**config.mk**
```make
export PLATFORM = sky130hd
export DESIGN_NAME = queue_from_two_stacks_unit
export DESIGN_NICKNAME = d
export VERILOG_FILES = /design/src/rtl/core/qfts_pkg.sv /design/src/rtl/core/qfts_cell.sv /design/src/rtl/core/qfts_stack.sv /design/src/rtl/core/queue_from_two_stacks_unit.sv
export SDC_FILE = /design/constraint.sdc
export NUM_CORES = 2
export LEC_CHECK = 0
export ABC_AREA = 1
export BUFFER_PORTS_ARGS = -buffer_cell sky130_fd_sc_hd__buf_2
export CORE_MARGIN = 4
export CORE_UTILIZATION = 56
export CTS_BUF_LIST = sky130_fd_sc_hd__clkbuf_16
export DETAILED_ROUTE_END_ITERATION = 6
export MAX_ROUTING_LAYER = met4
export PLACE_DENSITY = 0.71
export SLEW_MARGIN = 0
export SYNTH_ARGS = -nofsm -noshare
export SYNTH_HDL_FRONTEND = slang
export SYNTH_SLANG_ARGS = --single-unit
```
**constraint.sdc**
```tcl
create_clock -name clk -period 36 [get_ports clk]
set_input_delay 1.8 -clock clk [delete_from_list [all_inputs] [get_ports clk]]
set_output_delay 1.8 -clock clk [all_outputs]
set_load 0.1 [all_outputs]
```
**src/rtl/core/qfts_pkg.sv**
```systemverilog
// ----------------------------------------------------------------------------
// qfts_pkg
// Shared types and constants for the two-stack queue: data width, command
// and status codes, stack control bundle and controller states.
// ----------------------------------------------------------------------------
package qfts_pkg;

    localparam int DATA_W      = 32;
    localparam int DEPTH_DEF   = 16;
    localparam int CAP_W       = 5;
    localparam int STATUS_W    = 2;

    localparam logic [CAP_W-1:0] CAP_RESET = 5'd16;

    // operation codes
    localparam logic CMD_ENQ = 1'b0;
    localparam logic CMD_DEQ = 1'b1;

    // result status codes
    localparam logic [STATUS_W-1:0] ST_OK       = 2'd0;
    localparam logic [STATUS_W-1:0] ST_OVERFLOW = 2'd1;
    localparam logic [STATUS_W-1:0] ST_EMPTY    = 2'd2;

    // per-stack control bundle
    typedef struct packed {
        logic push;
        logic pop;
        logic clear;
    } stack_ctrl_t;

    // controller states
    typedef enum logic [1:0] {
        S_IDLE,
        S_XFER,
        S_POP
    } state_t;

endpackage

```
**src/rtl/core/qfts_cell.sv**
```systemverilog
// ----------------------------------------------------------------------------
// qfts_cell
// One stack cell: holds a word, takes the word above on a push and the word
// below on a pop.
// ----------------------------------------------------------------------------
module qfts_cell #(
    parameter int Width = qfts_pkg::DATA_W
) (
    input  logic             clk,
    input  logic             push,
    input  logic             pop,
    input  logic [Width-1:0] above_data,
    input  logic [Width-1:0] below_data,
    output logic [Width-1:0] data
);

    logic [Width-1:0] data_reg;
    logic [Width-1:0] data_next;

    // shift towards the bottom on push, towards the top on pop
    always_comb
    begin
        data_next = data_reg;
        if (push)
        begin
            data_next = above_data;
        end
        else if (pop)
        begin
            data_next = below_data;
        end
    end

    always_ff @(posedge clk)
    begin
        data_reg <= data_next;
    end

    assign data = data_reg;

endmodule

```
**src/rtl/core/qfts_stack.sv**
```systemverilog
// ----------------------------------------------------------------------------
// qfts_stack
// Shift-register stack: a row of cells with the top in cell zero, plus the
// fill count.
// ----------------------------------------------------------------------------
module qfts_stack #(
    parameter int Depth = qfts_pkg::DEPTH_DEF,
    parameter int Width = qfts_pkg::DATA_W,
    localparam int CntW = $clog2(Depth + 1)
) (
    input  logic                  clk,
    input  logic                  rst_n,
    input  qfts_pkg::stack_ctrl_t ctrl,
    input  logic [Width-1:0]      push_data,
    output logic [Width-1:0]      top_data,
    output logic [CntW-1:0]       count
);

    logic [Width-1:0] cell_data [Depth];
    logic [CntW-1:0]  count_reg;
    logic [CntW-1:0]  count_next;

    // row of cells, each fed by its neighbours
    for (genvar i = 0; i < Depth; i++)
    begin : g_cell
        logic [Width-1:0] above;
        logic [Width-1:0] below;

        if (i == 0)
        begin : g_top
            assign above = push_data;
        end
        else
        begin : g_mid
            assign above = cell_data[i-1];
        end

        if (i == Depth - 1)
        begin : g_bottom
            assign below = cell_data[i];
        end
        else
        begin : g_inner
            assign below = cell_data[i+1];
        end

        qfts_cell #(
            .Width(Width)
        ) u_cell (
            .clk       (clk),
            .push      (ctrl.push),
            .pop       (ctrl.pop),
            .above_data(above),
            .below_data(below),
            .data      (cell_data[i])
        );
    end

    // fill count, clear wins
    always_comb
    begin
        count_next = count_reg;
        if (ctrl.clear)
        begin
            count_next = '0;
        end
        else if (ctrl.push)
        begin
            count_next = count_reg + CntW'(1);
        end
        else if (ctrl.pop)
        begin
            count_next = count_reg - CntW'(1);
        end
    end

    always_ff @(posedge clk or negedge rst_n)
    begin
        if (!rst_n)
        begin
            count_reg <= '0;
        end
        else
        begin
            count_reg <= count_next;
        end
    end

    assign top_data = cell_data[0];
    assign count    = count_reg;

endmodule

```
**src/rtl/core/queue_from_two_stacks_unit.sv**
```systemverilog
// ----------------------------------------------------------------------------
// queue_from_two_stacks_unit
// FIFO queue built from an inbound and an outbound shift-register stack.
// ----------------------------------------------------------------------------
//  channel   ports                          direction  handshake
//  command   start, cmd, value_in, busy     in         start & !busy
//  result    done, value_out, status        out        done, one cycle
//  config    cfg_we, cfg_wdata              in         cfg_we
//
//  Enqueue and dequeue from a non-empty outbound stack complete without
//  leaving idle; the result appears on the cycle after the start.
//  Dequeue with an empty outbound stack moves min(inbound count, effective
//  capacity) entries one per cycle through the stack cells, clears the
//  inbound stack, then pops; busy is high meanwhile.
//  Reset clears both counts and the controller and sets capacity to 16.
//  Results cannot be held off; a new command may be taken while done is high.
// ----------------------------------------------------------------------------
module queue_from_two_stacks_unit #(
    parameter int Depth = qfts_pkg::DEPTH_DEF
) (
    input  logic                                clk,
    input  logic                                rst_n,
    input  logic                                start,
    output logic                                busy,
    input  logic                                cmd,
    input  logic signed [qfts_pkg::DATA_W-1:0]  value_in,
    output logic                                done,
    output logic signed [qfts_pkg::DATA_W-1:0]  value_out,
    output logic [qfts_pkg::STATUS_W-1:0]       status,
    input  logic                                cfg_we,
    input  logic [qfts_pkg::CAP_W-1:0]          cfg_wdata
);

    localparam int CntW = $clog2(Depth + 1);

    qfts_pkg::state_t          state_reg;
    qfts_pkg::state_t          state_next;
    logic [CntW-1:0]           xfer_left_reg;
    logic [CntW-1:0]           xfer_left_next;
    logic                      done_reg;
    logic                      done_next;
    logic [qfts_pkg::DATA_W-1:0]   value_out_reg;
    logic [qfts_pkg::DATA_W-1:0]   value_out_next;
    logic [qfts_pkg::STATUS_W-1:0] status_reg;
    logic [qfts_pkg::STATUS_W-1:0] status_next;
    logic [qfts_pkg::CAP_W-1:0]    capacity_reg;

    qfts_pkg::stack_ctrl_t     in_ctrl;
    qfts_pkg::stack_ctrl_t     out_ctrl;
    logic [qfts_pkg::DATA_W-1:0] in_top;
    logic [qfts_pkg::DATA_W-1:0] out_top;
    logic [CntW-1:0]           in_cnt;
    logic [CntW-1:0]           out_cnt;
    logic [CntW-1:0]           eff_cap;
    logic [CntW-1:0]           moved;

    // inbound and outbound stacks
    qfts_stack #(
        .Depth(Depth),
        .Width(qfts_pkg::DATA_W)
    ) u_in_stack (
        .clk      (clk),
        .rst_n    (rst_n),
        .ctrl     (in_ctrl),
        .push_data(value_in),
        .top_data (in_top),
        .count    (in_cnt)
    );

    qfts_stack #(
        .Depth(Depth),
        .Width(qfts_pkg::DATA_W)
    ) u_out_stack (
        .clk      (clk),
        .rst_n    (rst_n),
        .ctrl     (out_ctrl),
        .push_data(in_top),
        .top_data (out_top),
        .count    (out_cnt)
    );

    // effective capacity, clamped to one and to the stack depth
    always_comb
    begin
        if (capacity_reg == '0)
        begin
            eff_cap = CntW'(1);
        end
        else if (int'(capacity_reg) > Depth)
        begin
            eff_cap = CntW'(Depth);
        end
        else
        begin
            eff_cap = CntW'(capacity_reg);
        end
        moved = (in_cnt < eff_cap) ? in_cnt : eff_cap;
    end

    // next state
    always_comb
    begin
        state_next = state_reg;
        case (state_reg)
            qfts_pkg::S_IDLE:
            begin
                if (start && cmd == qfts_pkg::CMD_DEQ && out_cnt == '0 && in_cnt != '0)
                begin
                    state_next = qfts_pkg::S_XFER;
                end
            end
            qfts_pkg::S_XFER:
            begin
                if (xfer_left_reg == CntW'(1))
                begin
                    state_next = qfts_pkg::S_POP;
                end
            end
            qfts_pkg::S_POP:
            begin
                state_next = qfts_pkg::S_IDLE;
            end
            default:
            begin
                state_next = qfts_pkg::S_IDLE;
            end
        endcase
    end

    // stack controls and result
    always_comb
    begin
        in_ctrl        = '0;
        out_ctrl       = '0;
        xfer_left_next = xfer_left_reg;
        done_next      = 1'b0;
        value_out_next = '0;
        status_next    = qfts_pkg::ST_OK;
        case (state_reg)
            qfts_pkg::S_IDLE:
            begin
                if (start)
                begin
                    if (cmd == qfts_pkg::CMD_ENQ)
                    begin
                        done_next = 1'b1;
                        if (in_cnt >= eff_cap)
                        begin
                            status_next = qfts_pkg::ST_OVERFLOW;
                        end
                        else
                        begin
                            in_ctrl.push = 1'b1;
                        end
                    end
                    else if (out_cnt != '0)
                    begin
                        out_ctrl.pop   = 1'b1;
                        done_next      = 1'b1;
                        value_out_next = out_top;
                    end
                    else if (in_cnt == '0)
                    begin
                        done_next      = 1'b1;
                        value_out_next = '1;
                        status_next    = qfts_pkg::ST_EMPTY;
                    end
                    else
                    begin
                        xfer_left_next = moved;
                    end
                end
            end
            qfts_pkg::S_XFER:
            begin
                // newest first, so the oldest moved entry lands on top
                in_ctrl.pop    = 1'b1;
                out_ctrl.push  = 1'b1;
                xfer_left_next = xfer_left_reg - CntW'(1);
                if (xfer_left_reg == CntW'(1))
                begin
                    in_ctrl.clear = 1'b1;
                end
            end
            qfts_pkg::S_POP:
            begin
                out_ctrl.pop   = 1'b1;
                done_next      = 1'b1;
                value_out_next = out_top;
            end
            default:
            begin
                done_next = 1'b0;
            end
        endcase
    end

    // control registers
    always_ff @(posedge clk or negedge rst_n)
    begin
        if (!rst_n)
        begin
            state_reg     <= qfts_pkg::S_IDLE;
            xfer_left_reg <= '0;
            done_reg      <= 1'b0;
            capacity_reg  <= qfts_pkg::CAP_RESET;
        end
        else
        begin
            state_reg     <= state_next;
            xfer_left_reg <= xfer_left_next;
            done_reg      <= done_next;
            if (cfg_we)
            begin
                capacity_reg <= cfg_wdata;
            end
        end
    end

    // result payload
    always_ff @(posedge clk)
    begin
        value_out_reg <= value_out_next;
        status_reg    <= status_next;
    end

    assign busy      = (state_reg != qfts_pkg::S_IDLE);
    assign done      = done_reg;
    assign value_out = value_out_reg;
    assign status    = status_reg;

endmodule
```
==> flow_summary_export.csv <==
group,metric,value,unit
synthesis,synth_common_cells,"nand2_1, edfxtp_1, o21ai_0",
timing,setup_violations,0,
synthesis,syn-instance-count,3962,
clocking,clockBufferDepth,3,
placed_design,dp.cells,4892,
timing,slew_headroom,11.95,%
synthesis,seq_area_frac_synth,71.89,%
global_route,grt_overflow,0,
worst_setup_path,slowest_delay,1050,ps
clocking,cts.repair.resized,0,
synthesis,synth_area,44520,um^2
detailed_routing,drtAntennaViolNets,0,
clocking,cts_tree,"built",
pwr,p_leak,19.29,nW
pwr,total_power,5.078,mW
pwr,power_switching_share,33.97,%
synthesis,synth_top_area_share,69.07,%
worst_setup_path,r2r-start,"capacity_reg[3]",
synthesis,synth_nets,4019,
synthesis,syn_avg_cell_area,11.24,um^2
floorplanning,fp.dieH,290.0,um
layout,stdcell_count,5097,
flow_run,maxCapViolations,0,
timing,hold_viol_final,0,
layout,drive_above_1_share,6.327,%
worst_setup_path,crit_path_cell_trace,"nor2_1 > nand2_1 > a21oi_1 > inv_1 > ha_1 > nand2_1 > nand2_1 > a21oi_2 > nand4_4 > nand2_4 > buf_12 > buf_4",
detailed_routing,vias_per_cell,5.261,
worst_setup_path,path_class,"reg -> reg",
pwr,p_sw,1.725,mW
timing,layout_setup_ws,30750,ps
timing,max_freq,0.1903,GHz
pwr,pwr-share-comb,27.5,%
clocking,cts_setup_buffers,0,
layout,n_fill_cell,6096,
detailed_routing,drt-total-wl,77560,um
global_route,grt.total_usage,18.39,%
synthesis,synth-main-ff-cell,"edfxtp_1",
timing,fin_crit_sh,14.60,%
clocking,insertion_delay,670,ps
placed_design,io_buffers,77,
worst_setup_path,critPathLaunch,"capacity_reg[3]",
synthesis,yosys_warnings,0,
worst_setup_path,critPathCaptureType,"register",
synthesis,synth_area_leaders,"edfxtp_1, nand2_1, o21ai_0, inv_1, o21ai_1",
floorplanning,die_w,290.0,um
clocking,clk_pin_slew_worst_paths,60,ps
hold_path,min-delay-path-class,"reg -> reg",
pwr,pwr-share-clk,21.6,%
global_route,grt_max_degree,256,
floorplanning,ios,78,
detailed_routing,post-route-drc-count,0,
pwr,powerDensity,103.7,nW/um^2
worst_setup_path,cp_num_buf_inv,3,
clocking,cts_buffers,107,
global_route,grt_first_pass_wirelength,126300,um
pwr,internal-power,3.353,mW
worst_setup_path,crit_path_start_kind,"register",
detailed_routing,via_count,26814,
worst_setup_path,cpLargestDelayFamily,"simple AND/OR/NAND/NOR gates",
synthesis,synth_top_area_cell,"edfxtp_1",
global_route,first_global_vias,24964,
worst_setup_path,path_max_fanout,188,
detailed_routing,wl_per_cell,15.22,um
worst_setup_path,critPathSlowestCell,"nand2_4",
global_route,antenna_found_initial,3,
timing,finClkSkew,28.88,ps
synthesis,synth_async_sr_flop_share,2.128,%
timing,drv_slew,0,
clocking,cts_root_buf,"clkbuf_16",
worst_setup_path,crit_top_cell,"nand2_1",
timing,rsz0062_at_grt,"false",
worst_setup_path,arrival,5520,ps
synthesis,synth_seq_cells,1081,
synthesis,synth_edf_count,1024,
floorplanning,die_area,84080,um^2
clocking,hold_buffers,0,
detailed_routing,drtIter0Drc,3042,
worst_setup_path,critical_path_required,36270,ps
detailed_routing,drtPass1Iterations,5,
layout,nets,4008,
hold_path,hold_path.startpoint,"u_in_stack.g_cell[14].u_cell.data[22]",
floorplanning,core_area,78870,um^2
pwr,ir_drop,0.08242,mV
pwr,seqPwrFrac,50.9,%
synthesis,synth.most_common_cell,"nand2_1",
timing,layout_min_cycle_time,5255,ps
timing,final.setup.tns,0,ps
synthesis,synthDistinctLibCells,31,
placed_design,detailed_place_hpwl,42680,um
floorplanning,rows,103,
layout,syn2layout_area_growth,9.999,%
placed_design,routabilityCongestion,0.8189,
timing,worst-slew-pin-transition,1321,ps
clocking,cts-htree-levels,3,
clocking,cts_num_sinks,1081,
floorplanning,initial_core_util,56.45,%
status,outcome,"finished clean",
placed_design,pre_cts_ws,30010,ps
power by group through the flow:
stage | Clock, mW | Combinational, mW | Sequential, mW
floorplan | 0 | 1.00 | 2.86
global placement | 0 | 1.35 | 2.58
detailed placement | 0 | 1.39 | 2.60
CTS | 1.13 | 1.41 | 2.58
global route | 1.18 | 1.61 | 2.65
finish | 1.10 | 1.40 | 2.58
cell families (layout without fill, tap and decap cells):
family / count (synthesis) / count (layout) / share of synthesized area [%]
flip-flops: 1081 / 1081 / 71.89
adder cells (fa/ha/maj): 15 / 15 / 0.4553
XOR/XNOR: 8 / 8 / 0.1574
other: 0 / 1 / 0
AO/OA/AOI/OAI: 984 / 984 / 11.07
multiplexers: 1 / 1 / 0.02529
AND/OR/NAND/NOR: 1141 / 1141 / 9.797
buffers and inverters: 732 / 816 / 6.601
layer usage:
metal,global-route usage [%],vias to the layer above,share of wire [%]
met3,2.717,105,4.1
met5,-,-,0
met1,28.64,12849,50
li1,-,13387,-
met4,4.618,0,1.7
met2,25.72,473,44
final timing paths:
path                       cells after the start                                    end  slack [ps]
min                                            0  u_in_stack.g_cell[15].u_cell.data[22]         440
max reg2reg                                   12   u_in_stack.g_cell[13].u_cell.data[1]       30750
max                                           12   u_in_stack.g_cell[13].u_cell.data[1]       30750
min in group asynchronous                      1                    u_in_stack.count[0]        1130
max in group asynchronous                      1                   u_out_stack.count[3]       34480
min reg2reg                                    0  u_in_stack.g_cell[15].u_cell.data[22]         440
through the flow:
| step | util [%] | instance area (um^2) | hold WS, ps |
|---|---|---|---|
| floorplan | - | 44520 | 426.8 |
| global placement | 57.67 | 45480 | 429.6 |
| detailed placement | 57.67 | 45480 | 433.3 |
| CTS | 62.09 | 48970 | 441.3 |
| global route | 62.09 | 48970 | 451.5 |
| finish | 62.09 | 48970 | 441.4 |
area by class of cell:
class	instances	area (um^2)	area share (%)
Antenna cell	1	2.502	0.005110
Clock buffer	108	2703	5.519
Clock inverter	96	787.0	1.607
Inverter	512	1937	3.955
Multi-Input combinational cell	2149	9615	19.63
Sequential cell	1081	32010	65.36
Tap cell	1050	1314	2.683
Timing Repair Buffer	100	608.1	1.242
cells in the final DEF, fill, tap and decap left out, types with 2 or more instances in the layout:
master / instances
inv_1: 546
ha_1: 13
inv_8: 3
dfxtp_1: 34
clkinv_2: 8
clkinvlp_4: 4
buf_4: 19
buf_2: 77
o21ai_0: 692
clkbuf_16: 108
nand3_1: 25
nand2_1: 1083
nand4_1: 5
bufinv_16: 13
buf_12: 4
dfrtp_1: 22
xnor2_1: 3
nor3_1: 2
fa_1: 2
edfxtp_1: 1024
inv_6: 5
clkinv_4: 3
xor2_1: 5
a21oi_1: 9
nand2_4: 2
clkinv_1: 25
o21ai_1: 280
nor2_1: 19
Power figures use the tool's default switching activity.
